===== config.mk =====
export PLATFORM = sky130hd
export DESIGN_NAME = binary_heap_priority_queue_unit
export DESIGN_NICKNAME = d
export VERILOG_FILES = /design/src/bhpq_pkg.sv /design/src/binary_heap_priority_queue_unit.sv /design/src/bhpq_ram.sv
export SDC_FILE = /design/constraint.sdc
export NUM_CORES = 2
export LEC_CHECK = 0
export BUFFER_PORTS_ARGS = -buffer_cell sky130_fd_sc_hd__buf_2
export CAP_MARGIN = 20
export CORE_MARGIN = 1.5
export CORE_UTILIZATION = 45
export CTS_BUF_LIST = sky130_fd_sc_hd__clkbuf_2 sky130_fd_sc_hd__clkbuf_4 sky130_fd_sc_hd__clkbuf_8
export DETAILED_ROUTE_END_ITERATION = 10
export PLACE_DENSITY = 0.59
export SYNTH_ARGS = -nofsm -noshare
export SYNTH_HDL_FRONTEND = slang
export SYNTH_SLANG_ARGS = --single-unit

===== constraint.sdc =====
create_clock -name clock -period 7.6 [get_ports clock]
set_clock_uncertainty 0.1 [all_clocks]
set_input_delay 1.14 -clock clock [delete_from_list [all_inputs] [get_ports clock]]
set_output_delay 1.14 -clock clock [all_outputs]
set_load 0.005 [all_outputs]

===== src/bhpq_pkg.sv =====
// Package for the binary heap priority queue: beat structs, codes, defaults
// and the ordering compare. No dependencies; used by the top level in src and by the bench.
package bhpq_pkg;

   localparam int CAPACITY_DEFAULT = 64;
   localparam int DATA_W           = 32;
   localparam int COUNT_OUT_W      = 7;
   localparam int CSR_ADDR_W       = 3;
   localparam int CSR_DATA_W       = 32;

   // register word indexes
   localparam logic REG_MIN_HEAP = 1'b0;

   // operation codes
   localparam logic MODE_PUSH = 1'b0;
   localparam logic MODE_POP  = 1'b1;

   typedef logic [1:0] status_type;
   localparam status_type STATUS_OK    = 2'd0;
   localparam status_type STATUS_EMPTY = 2'd1;
   localparam status_type STATUS_FULL  = 2'd2;

   typedef struct packed {
      logic                     mode;
      logic signed [DATA_W-1:0] value;
   } req_type;

   typedef struct packed {
      logic signed [DATA_W-1:0] top_value;
      logic                     heap_empty;
      logic [COUNT_OUT_W-1:0]   entry_count;
      status_type               status;
   } rsp_type;

   // True when the upper entry has to move below the lower one.
   function automatic logic out_of_order(input logic min_heap,
                                         input logic signed [DATA_W-1:0] upper,
                                         input logic signed [DATA_W-1:0] lower);
      logic result;
      if (min_heap) begin
         result = upper > lower;
      end else begin
         result = lower > upper;
      end
      return result;
   endfunction

endpackage


===== src/binary_heap_priority_queue_unit.sv =====
// Top level of the binary heap priority queue: sequencer, count, result register.
// Depends on bhpq_pkg and bhpq_ram (heap store).
//
//  channel  | direction | handshake                 | beat
//  ---------+-----------+---------------------------+------------------------------
//  req      | in        | req_valid / req_stall     | bhpq_pkg::req_type (mode, value)
//  rsp      | out       | rsp_valid / rsp_stall     | bhpq_pkg::rsp_type
//  csr      | in/out    | APB, pready tied high     | min_heap at byte address 0
//
// Sequence of an operation:
//   a push climbs one level at a time (one RAM read, compare and write back
//   per level, reads overlapped with writes); a push into an empty heap
//   writes the root straight away.
//   A pop moves the last entry to the root and sinks it, level by level: the
//   left and right child share the single RAM read port, so each level costs
//   two reads and a compare/write step (one read for a lone left child), and
//   the final position is written once its children have been checked.
//   Errors (pop on empty, push on full) and a last-entry pop skip the store.
// Reset: synchronous, clears the count, the sequencer and the result valid;
//   min_heap returns to 1. The store is not cleared: only live entries are read.
// Stalls: the result register holds a finished beat while the next item is
//   already being worked on; the sequencer only waits at its end if the
//   previous result has not been taken yet.
module binary_heap_priority_queue_unit #(
   parameter int CAPACITY = bhpq_pkg::CAPACITY_DEFAULT
) (
   input  logic                                clock,
   input  logic                                reset,
   // item channel
   input  logic                                req_valid,
   output logic                                req_stall,
   input  bhpq_pkg::req_type                   req_payload,
   // result channel
   output logic                                rsp_valid,
   input  logic                                rsp_stall,
   output bhpq_pkg::rsp_type                   rsp_payload,
   // configuration
   input  logic                                csr_psel,
   input  logic                                csr_penable,
   input  logic                                csr_pwrite,
   input  logic [bhpq_pkg::CSR_ADDR_W-1:0]     csr_paddr,
   input  logic [bhpq_pkg::CSR_DATA_W-1:0]     csr_pwdata,
   output logic [bhpq_pkg::CSR_DATA_W-1:0]     csr_prdata,
   output logic                                csr_pready
);

   localparam int IDX_W  = $clog2(CAPACITY + 1);   // holds 0..CAPACITY
   localparam int ADDR_W = $clog2(CAPACITY);
   localparam int DW     = bhpq_pkg::DATA_W;
   localparam int CSR_ADDR_W_TOP = bhpq_pkg::CSR_ADDR_W - 1;

   typedef enum logic [2:0] {
      IDLE,
      UP_START,   // write at root or fetch parent
      UP_CMP,     // parent in rdata: move it down or settle
      POP_LOAD,   // last entry in rdata: becomes the hole value
      DN_ISSUE,   // fetch left child or settle
      DN_LEFT,    // left child in rdata, fetch right child
      DN_RIGHT,   // right child in rdata, pick winner
      DONE        // hand result to the output register
   } state_type;

   state_type                 state_ff, state_in;
   logic [IDX_W-1:0]          idx_ff, idx_in;       // one-indexed hole position
   logic [IDX_W-1:0]          count_ff, count_in;
   logic signed [DW-1:0]      hold_ff, hold_in;     // value that travels
   logic signed [DW-1:0]      lval_ff, lval_in;     // left child value
   logic signed [DW-1:0]      top_ff, top_in;       // shadow of entry 1
   bhpq_pkg::status_type      status_ff, status_in;
   logic                      min_heap_ff, min_heap_in;
   logic                      rsp_valid_ff, rsp_valid_in;
   bhpq_pkg::rsp_type         rsp_ff, rsp_in;

   // RAM ports
   logic                      ram_we, ram_re;
   logic [ADDR_W-1:0]         ram_waddr, ram_raddr;
   logic signed [DW-1:0]      ram_wdata;
   logic [DW-1:0]             ram_rdata;
   logic signed [DW-1:0]      rdata;

   // index arithmetic
   logic [IDX_W-1:0]          parent, grand;
   logic [IDX_W:0]            left, right, n_ext;
   logic                      req_fire, csr_write, out_free;
   logic                      pick_left, pick_right;
   logic signed [DW-1:0]      best_val;

   assign rdata     = ram_rdata;
   assign parent    = idx_ff >> 1;
   assign grand     = idx_ff >> 2;
   assign left      = {idx_ff, 1'b0};
   assign right     = {idx_ff, 1'b1};
   assign n_ext     = {1'b0, count_ff};
   assign req_stall = (state_ff != IDLE);
   assign req_fire  = req_valid && !req_stall;
   assign out_free  = !rsp_valid_ff || !rsp_stall;
   assign csr_write = csr_psel && csr_penable && csr_pwrite && csr_pready &&
                      (csr_paddr[CSR_ADDR_W_TOP] == bhpq_pkg::REG_MIN_HEAP);

   // winner among hole value, left and right (left preferred, strict order)
   assign pick_left  = bhpq_pkg::out_of_order(min_heap_ff, hold_ff, lval_ff);
   assign best_val   = pick_left ? lval_ff : hold_ff;
   assign pick_right = bhpq_pkg::out_of_order(min_heap_ff, best_val, rdata);

   always_comb begin
      state_in     = state_ff;
      idx_in       = idx_ff;
      count_in     = count_ff;
      hold_in      = hold_ff;
      lval_in      = lval_ff;
      top_in       = top_ff;
      status_in    = status_ff;
      min_heap_in  = min_heap_ff;
      rsp_valid_in = rsp_valid_ff && rsp_stall;
      rsp_in       = rsp_ff;
      ram_we       = 1'b0;
      ram_re       = 1'b0;
      ram_waddr    = ADDR_W'(idx_ff - 1'b1);
      ram_raddr    = '0;
      ram_wdata    = hold_ff;

      if (csr_write) begin
         min_heap_in = csr_pwdata[0];
      end

      unique case (state_ff)
         IDLE: begin
            if (req_fire) begin
               status_in = bhpq_pkg::STATUS_OK;
               if (req_payload.mode == bhpq_pkg::MODE_PUSH) begin
                  if (count_ff == IDX_W'(CAPACITY)) begin
                     status_in = bhpq_pkg::STATUS_FULL;
                     state_in  = DONE;
                  end else begin
                     count_in = count_ff + 1'b1;
                     idx_in   = count_ff + 1'b1;
                     hold_in  = req_payload.value;
                     state_in = UP_START;
                  end
               end else begin
                  if (count_ff == '0) begin
                     status_in = bhpq_pkg::STATUS_EMPTY;
                     state_in  = DONE;
                  end else if (count_ff == IDX_W'(1)) begin
                     count_in = '0;
                     state_in = DONE;
                  end else begin
                     // last entry sits at address count-1
                     count_in  = count_ff - 1'b1;
                     ram_re    = 1'b1;
                     ram_raddr = ADDR_W'(count_ff - 1'b1);
                     state_in  = POP_LOAD;
                  end
               end
            end
         end
         UP_START: begin
            if (idx_ff == IDX_W'(1)) begin
               ram_we   = 1'b1;
               state_in = DONE;
            end else begin
               ram_re    = 1'b1;
               ram_raddr = ADDR_W'(parent - 1'b1);
               state_in  = UP_CMP;
            end
         end
         UP_CMP: begin
            ram_we = 1'b1;
            if (bhpq_pkg::out_of_order(min_heap_ff, rdata, hold_ff)) begin
               ram_wdata = rdata;
               idx_in    = parent;
               if (parent == IDX_W'(1)) begin
                  state_in = UP_START;
               end else begin
                  ram_re    = 1'b1;
                  ram_raddr = ADDR_W'(grand - 1'b1);
               end
            end else begin
               state_in = DONE;
            end
         end
         POP_LOAD: begin
            hold_in  = rdata;
            idx_in   = IDX_W'(1);
            state_in = DN_ISSUE;
         end
         DN_ISSUE: begin
            if (left <= n_ext) begin
               ram_re    = 1'b1;
               ram_raddr = ADDR_W'(left - 1'b1);
               state_in  = DN_LEFT;
            end else begin
               ram_we   = 1'b1;
               state_in = DONE;
            end
         end
         DN_LEFT: begin
            lval_in = rdata;
            if (right <= n_ext) begin
               ram_re    = 1'b1;
               ram_raddr = ADDR_W'(right - 1'b1);
               state_in  = DN_RIGHT;
            end else begin
               ram_we = 1'b1;
               if (bhpq_pkg::out_of_order(min_heap_ff, hold_ff, rdata)) begin
                  ram_wdata = rdata;
                  idx_in    = IDX_W'(left);
                  state_in  = DN_ISSUE;
               end else begin
                  state_in = DONE;
               end
            end
         end
         DN_RIGHT: begin
            ram_we = 1'b1;
            if (pick_right) begin
               ram_wdata = rdata;
               idx_in    = IDX_W'(right);
               state_in  = DN_ISSUE;
            end else if (pick_left) begin
               ram_wdata = lval_ff;
               idx_in    = IDX_W'(left);
               state_in  = DN_ISSUE;
            end else begin
               state_in = DONE;
            end
         end
         DONE: begin
            if (out_free) begin
               rsp_valid_in           = 1'b1;
               rsp_in.top_value       = (count_ff != '0) ? top_ff : '0;
               rsp_in.heap_empty      = (count_ff == '0);
               rsp_in.entry_count     = bhpq_pkg::COUNT_OUT_W'(count_ff);
               rsp_in.status          = status_ff;
               state_in               = IDLE;
            end
         end
         default: begin
            state_in = IDLE;
         end
      endcase

      // keep a copy of the root so the result needs no extra read
      if (ram_we && (ram_waddr == '0)) begin
         top_in = ram_wdata;
      end
   end

   always_ff @(posedge clock) begin
      if (reset) begin
         state_ff     <= IDLE;
         count_ff     <= '0;
         min_heap_ff  <= 1'b1;
         rsp_valid_ff <= 1'b0;
      end else begin
         state_ff     <= state_in;
         count_ff     <= count_in;
         min_heap_ff  <= min_heap_in;
         rsp_valid_ff <= rsp_valid_in;
      end
      idx_ff    <= idx_in;
      hold_ff   <= hold_in;
      lval_ff   <= lval_in;
      top_ff    <= top_in;
      status_ff <= status_in;
      rsp_ff    <= rsp_in;
   end

   bhpq_ram #(
      .WIDTH (DW),
      .DEPTH (CAPACITY)
   ) u_store (
      .clock   (clock),
      .wr_en   (ram_we),
      .wr_addr (ram_waddr),
      .wr_data (ram_wdata),
      .rd_en   (ram_re),
      .rd_addr (ram_raddr),
      .rd_data (ram_rdata)
   );

   assign rsp_valid   = rsp_valid_ff;
   assign rsp_payload = rsp_ff;
   assign csr_pready  = 1'b1;
   assign csr_prdata  = (csr_paddr[CSR_ADDR_W_TOP] == bhpq_pkg::REG_MIN_HEAP) ?
                        bhpq_pkg::CSR_DATA_W'(min_heap_ff) : '0;

   // count stays within the store
   a_count_bound: assert property (@(posedge clock) disable iff (reset)
      count_ff <= IDX_W'(CAPACITY))
      else $error("entry count beyond capacity");

   // the store is only written while an item is in flight
   a_idle_no_write: assert property (@(posedge clock) disable iff (reset)
      (state_ff == IDLE || state_ff == DONE) |-> !ram_we)
      else $error("store written outside an operation");

   // sift-down hole stays inside the live heap
   a_hole_in_heap: assert property (@(posedge clock) disable iff (reset)
      (state_ff == DN_ISSUE || state_ff == DN_LEFT || state_ff == DN_RIGHT) |->
      (idx_ff != '0 && idx_ff <= count_ff))
      else $error("sift-down index outside heap");

   // an empty result reports a zero top
   a_empty_top: assert property (@(posedge clock) disable iff (reset)
      (rsp_valid_ff && rsp_ff.heap_empty) |-> (rsp_ff.top_value == '0))
      else $error("empty heap with nonzero top");

   // a dropped push only happens at capacity
   a_full_status: assert property (@(posedge clock) disable iff (reset)
      ($rose(rsp_valid_ff) && rsp_ff.status == bhpq_pkg::STATUS_FULL) |->
      (count_ff == IDX_W'(CAPACITY)))
      else $error("full status below capacity");

endmodule


===== src/bhpq_ram.sv =====
// Generic single-clock RAM: one write port, one read port, registered read.
// No dependencies. Read of an address written in the same cycle returns old data.
module bhpq_ram #(
   parameter int WIDTH = 32,
   parameter int DEPTH = 64
) (
   input  logic                     clock,
   input  logic                     wr_en,
   input  logic [$clog2(DEPTH)-1:0] wr_addr,
   input  logic [WIDTH-1:0]         wr_data,
   input  logic                     rd_en,
   input  logic [$clog2(DEPTH)-1:0] rd_addr,
   output logic [WIDTH-1:0]         rd_data
);

   logic [WIDTH-1:0] mem_ff [DEPTH];
   logic [WIDTH-1:0] rd_data_ff;

   always_ff @(posedge clock) begin
      if (wr_en) begin
         mem_ff[wr_addr] <= wr_data;
      end
      if (rd_en) begin
         rd_data_ff <= mem_ff[rd_addr];
      end
   end

   assign rd_data = rd_data_ff;

endmodule


# After elaboration in Yosys (flattened, before gate mapping)
# Memories as Yosys holds them, arrays and structs flattened. A register that Yosys moved wholly into a read port is not among the register bits.
# Index checks and enable logic that the tools add are counted.
# totals
ff_bits	159
out_inout_bits	77
latch_bits	0
input_bits	75
elab_cells	152
romBits	0
mem_count	1
ram_bits	2048
# mem_list
name	depth	word_bits	read_ports	rd_clocked_by_memory_dff	write_ports	line_no	text
u_store.mem_ff	64	32	1	1	1	bhpq_ram.sv:16	logic [WIDTH-1:0] mem_ff [DEPTH];
# op_classes
n_mul	0
eq_ne	22
n_bitwise	1
n_addsub	7
n_shift	0
div_mod_pow	0
reduce_logical	24
magnitude_cmp	8
muxes	76
# op_table
cell	n
32-bit 2-to-1 mux	8
32-bit > comparator	6
32-bit one-hot mux with 3 select lines	1
7-bit 2-to-1 mux	11
32-bit one-hot mux with 2 select lines	1
6-bit 2-to-1 mux	9
7-bit one-hot mux with 5 select lines	1
6-bit one-hot mux with 5 select lines	1
3-bit 2-to-1 mux	9
1-bit 2-to-1 mux	25
3-bit one-hot mux with 8 select lines	1
6-bit by 1-bit subtractor with 6-bit output, second input constant	4
2-bit != test, second input constant	9
8-bit by 7-bit less-or-equal comparator with 1-bit output	2
7-bit by 1-bit equality test with 1-bit output, second input constant	2
2-bit 2-to-1 mux	7
3-bit equality test, second input constant	4
4-bit AND reduction	2
8-bit AND reduction	1
7-bit by 1-bit adder with 7-bit output, second input constant	1
7-bit equality test, second input constant	1
7-bit zero test	1
7-bit nonzero test	1
7-bit by 1-bit subtractor with 7-bit output, second input constant	1
other kinds (19)	29

# Longest topological paths before layout
# depth
depth_word	7
mapped_depth	28
ltp_nobuf	25

# Modules after synthesis
# Synthesis repeated with hierarchy kept, for this count alone.
# unflattened
cells_unflattened	4542
hier_area_um2	89706.0
# by_module_without_submodules
module	area_per_inst_um2	instances	seq_area_each_um2	cells_each
bhpq_ram	79044.6	1	62459.9	3503
binary_heap_priority_queue_unit	10661.5	1	4654.5	1039

# Least setup slack after synthesis
# Ideal clock, no wire load.
# synth_timing
path_type	register to register
start	reg hold_ff[25]
end	reg top_ff[10] (data pin)
period_less_slack_ps	7304
path_stages_with_launch	28
required_time_ps	7057
path_buffers	3
arrival_ps	6761
slack_ps	296
setup_ps	443
path_cell_list	edfxtp_1 -> inv_1 -> ha_1 -> a21o_1 -> a21o_1 -> a21o_1 -> a21o_1 -> a21o_1 -> a221oi_1 -> o211ai_1 -> mux2i_1 -> mux2i_1 -> clkbuf_1 -> mux2i_1 -> ha_1 -> a21o_1 -> a21o_1 -> a21o_1 -> a211oi_1 -> o21ai_0 -> a22o_1 -> o21a_1 -> nor3_1 -> nor2_1 -> a221o_1 -> clkbuf_1 -> clkbuf_1 -> a221o_1
# synth_between
elab_chain_len	7
elab_cells_between_ends	19
# synth_rtl
item	line_no	text
start, declared	binary_heap_priority_queue_unit.sv:66	logic signed [DW-1:0] hold_ff, hold_in;
start signal, assigned	binary_heap_priority_queue_unit.sv:262	hold_ff <= hold_in;
32-bit > comparator (on tied branches)	bhpq_pkg.sv:43, bhpq_pkg.sv:41	
1-bit 2-to-1 mux	bhpq_pkg.sv:40	if (min_heap) begin
32-bit 2-to-1 mux or 1-bit 2-to-1 mux (tied branches)	binary_heap_priority_queue_unit.sv:102, binary_heap_priority_queue_unit.sv:220, binary_heap_priority_queue_unit.sv:199	
32-bit > comparator, or another cell as far along	bhpq_pkg.sv:43	result = lower > upper;
1-bit 2-to-1 mux or 32-bit 2-to-1 mux (tied branches)	bhpq_pkg.sv:40, binary_heap_priority_queue_unit.sv:205	
32-bit 2-to-1 mux (on tied branches)	binary_heap_priority_queue_unit.sv:216, binary_heap_priority_queue_unit.sv:199	
32-bit one-hot mux with 3 select lines (*)	binary_heap_priority_queue_unit.sv:126	unique case (state_ff)
via ram_wdata[10]	binary_heap_priority_queue_unit.sv:77	logic signed [DW-1:0] ram_wdata;
end signal, assigned	binary_heap_priority_queue_unit.sv:264	top_ff <= top_in;
end, declared	binary_heap_priority_queue_unit.sv:68	logic signed [DW-1:0] top_ff, top_in;
# Mark *: on every way through the listed nets, which the timed path passes. The rest lies on a longest branch. The select of a mux whose other input is x is not followed.
# A chain may end at the register's enable or synchronous reset.

# Worst setup path after layout
# layout_timing
start	reg hold_ff[9]
end	mem u_store.mem_ff[7][21] (data pin)
# layout_between
elab_chain_len	7
elab_cells_between_ends	19
# layout_rtl
item	line_no
32-bit > comparator (on tied branches)	bhpq_pkg.sv:43, bhpq_pkg.sv:41
1-bit 2-to-1 mux	bhpq_pkg.sv:40
32-bit 2-to-1 mux or 1-bit 2-to-1 mux (tied branches)	binary_heap_priority_queue_unit.sv:102, binary_heap_priority_queue_unit.sv:220, binary_heap_priority_queue_unit.sv:199
32-bit > comparator, or another cell as far along	bhpq_pkg.sv:43
1-bit 2-to-1 mux or 32-bit 2-to-1 mux (tied branches)	bhpq_pkg.sv:40, binary_heap_priority_queue_unit.sv:205
32-bit 2-to-1 mux (on tied branches)	binary_heap_priority_queue_unit.sv:216, binary_heap_priority_queue_unit.sv:199
32-bit one-hot mux with 3 select lines (*)	binary_heap_priority_queue_unit.sv:126
via ram_wdata[21]	binary_heap_priority_queue_unit.sv:77
end, declared	bhpq_ram.sv:16
# Marked as above.

==> run summary <==
Worst Setup Slack post-DPL = 0.3475 ns
post-synthesis simple-gate area fraction = 6.872%
WS Path Type = register to register
Crit path largest cell delay = 0.44 ns
Worst Slack Setup Final = 0.2744 ns
vias in the first global route = 53343
Initial Util = 45.43%
Mapped Cells = 5833
Leak Pwr = 37.61 nW
Compound-Gate Fraction of Synth Area = 6.836%
antenna violations before repair = 20
Fill cells = 16552
adder-cell share of the synthesized area = 1.520%
pin count of the biggest net entering global routing = 74
P&R area growth vs syn = 13.52%
clk sinks = 2239
HP Class = input port to register
Worst-path clk slew = 0.06 ns
PortBufs = 86
Pwr per Cell Area = 488.3 nW/um^2
Antenna Violating Nets Remaining = 0
# IOs = 152
CTS tree = yes
Slowest-stage cell, CP = a221o_1
Die H = 455.6 um
routed vias/inst = 6.061
Critical Path AT = 7.85 ns
Synth Area per Inst = 15.81 um^2
Synth Flop Type = edfxtp_1
Row Count = 165
GRT Overall Usage = 26.68%
Critical Path Most Common Cell = a21o_1
Mapped Area = 92200 um^2
final wirelength = 282100 um
cts bufs inserted = 380
critical path startpoint category = register
largest family of logic cells by synthesized area = multiplexers
max-cap check violation count = 0
Slew Limit Fails = 0
Worst Hold Launch = req_payload[16]
global-route wire length before repair = 395700 um
Clock Path Buffers = 4
min cycle time layout = 7.326 ns
share of layout cells above drive strength 1 = 18.84%
hold buffers post-CTS = 0
CTS H-tree depth = 5
final hold violation count = 0
Synth async-reset ratio = 0%
DRT iter0 DRCs = 7286
gpl congestion = 0.9008
DPL Wire Length = 164500 um
nets = 6419
mux cell area share after synthesis = 9.101%
synth top area cells = edfxtp_1 (73%), mux2i_1 (6.0%), nand2_1 (3.3%)
Fmax achieved = 136.5 MHz
number of synthesized flops with an enable pin = 2227
post-synthesis sequential element count = 2239
Slew HR = 19.85%
register area share after synthesis = 72.80%
unrepaired setup endpoints after global routing = false
worst vdd ir = 0.6033 mV
CP max FO = 65
DR WL/cell = 30.73 um
Worst Setup End Kind = register
via count = 55638
clock root cell = clkbuf_8
synth unique cells = 98
total grt overflow = 0
TNS Setup = 0 ns
Worst Path Required = 8.12 ns
top cell type's share of synthesized area = 72.53%
DIE AREA = 207600 um^2
clk_lat worst skew = 1.12 ns
Yosys warnings = 0
status = finished, final reports clean
Synth area leader = edfxtp_1
DRT Pass-1 Iters = 7
reg2reg start = hold_ff[9]
Worst-Margin Slew = 1.199 ns
area of the core = 202900 um^2
Setup-failing EPs final = 0
CP startpoint = hold_ff[9]
Post-Synth XOR/XNOR Area = 0.2280%
Final Cycle Share = 96.39%
DRC viols = 0
Die X-Extent = 455.6 um
## synth_stat cells (all sizes together), types with 8 or more instances
cell / number
xnor2: 19
inv: 87
a32oi: 22
clkbuf: 147
a221o: 73
a2bb2oi: 32
ha: 112
o311ai: 9
o21a: 8
dfxtp: 12
a22oi: 50
o22a: 12
buf: 215
and3: 11
nand4: 51
nor2: 131
nand3: 184
a211oi: 14
nor4: 9
a31o: 20
o211ai: 13
nand2: 816
edfxtp: 2227
o21ai: 130
mux4: 117
a21oi: 173
a2111oi: 41
o211a: 19
or4: 15
o22ai: 71
nor3: 140
mux2i: 554
a211o: 10
mux2: 18
nor2b: 39
a21o: 35
o221ai: 8
a31oi: 58
a221oi: 43
## power breakdown
group	total, mW	leakage, nW	switching, mW	internal [mW]
sequential	17.9	20.2	0.450	17.5
clock	10.5	3.79	4.74	5.72
combinational	22.7	13.6	15.9	6.84
total	51.1	37.6	21.1	30.0
## layout by cell type, fill, tap and decap left out, types with 112 or more instances in the layout
cell type	n
clkbuf_8	390
clkbuf_4	128
nand3_1	178
o21ai_0	128
buf_4	203
mux4_2	117
nand2_1	813
mux2i_1	551
nor3_1	133
ha_1	112
edfxtp_1	2227
a21oi_1	172
## what timing repair did
action | in CTS | in global routing
gates resized for setup | 0 | 0
endpoints found under the hold margin | 0 | 0
setup buffers | 0 | 1
setup endpoints to repair | 0 | 139
## per-stage QoR
step | total power, mW | instances | area, um^2 | utilization [%] | hold slack, ns
global route | 52.87 | 9175 | 104600 | 51.57 | 0.2132
CTS | 50.96 | 9167 | 104600 | 51.52 | 0.1514
global placement | 40.25 | 8515 | 97310 | 47.95 | 0.3109
floorplan | 31.10 | 5863 | 92310 | - | 0.3003
detailed placement | 40.54 | 8519 | 97380 | 47.98 | 0.3244
finish | 51.10 | 9180 | 104700 | 51.57 | 0.2392
## critical path: cells and delay by family, from the launching register on
family          cells  cell delay [ns]
flops               1             0.40
mux                 3             0.81
fa+ha+maj           2             0.61
compound gates     16             3.66
buf+inv             4             0.64
simple gates        2             0.45
## cells by family after synthesis
family / after synthesis
DFF: 2239
and+or+nand+nor: 1437
AOI/OAI and AO/OA: 877
muxes: 689
buffers and inverters: 453
adders and majority gates: 112
xor gates and xnor gates: 24
other: 2
## layer usage
layer | vias up | track usage (%) | routed length (um)
met1 | 28463 | 37.90 | 116700
met4 | 6 | 10.19 | 10720
li1 | 23652 | - | -
met5 | - | 0 | 41
met3 | 480 | 5.288 | 27710
met2 | 3037 | 40.68 | 127000
## area by class of cell
class / count / area (um^2) / share of cell area [%]
timing repair buffer: 349 / 3163 / 3.022
clock buffer: 518 / 6329 / 6.047
sequential: 2239 / 67110 / 64.13
clock inverter: 130 / 849.6 / 0.8118
tap: 2672 / 3343 / 3.194
multi-input combinational: 3171 / 23490 / 22.45
inverter: 91 / 341.6 / 0.3264
antenna: 10 / 25.02 / 0.02391
## sequential cells by signal (all words and copies together), names as in the netlist
register	flops
u_store.mem_ff	2048
rsp_payload	42
hold_ff	32
lval_ff	32
top_ff	32
u_store.rd_data	32
count_ff	7
idx_ff	7
state_ff	3
status_ff	2
min_heap_ff	1
rsp_valid	1
## final timing paths
path                                end  slack (ns)  cells past startpoint
hold reg to reg          rsp_payload[0]        0.33                      0
setup reg to reg  u_store.mem_ff[7][21]        0.27                     27
hold / removal              hold_ff[16]        0.24                      3
setup / recovery  u_store.mem_ff[7][21]        0.27                     27
Power figures use the tool's default switching activity.
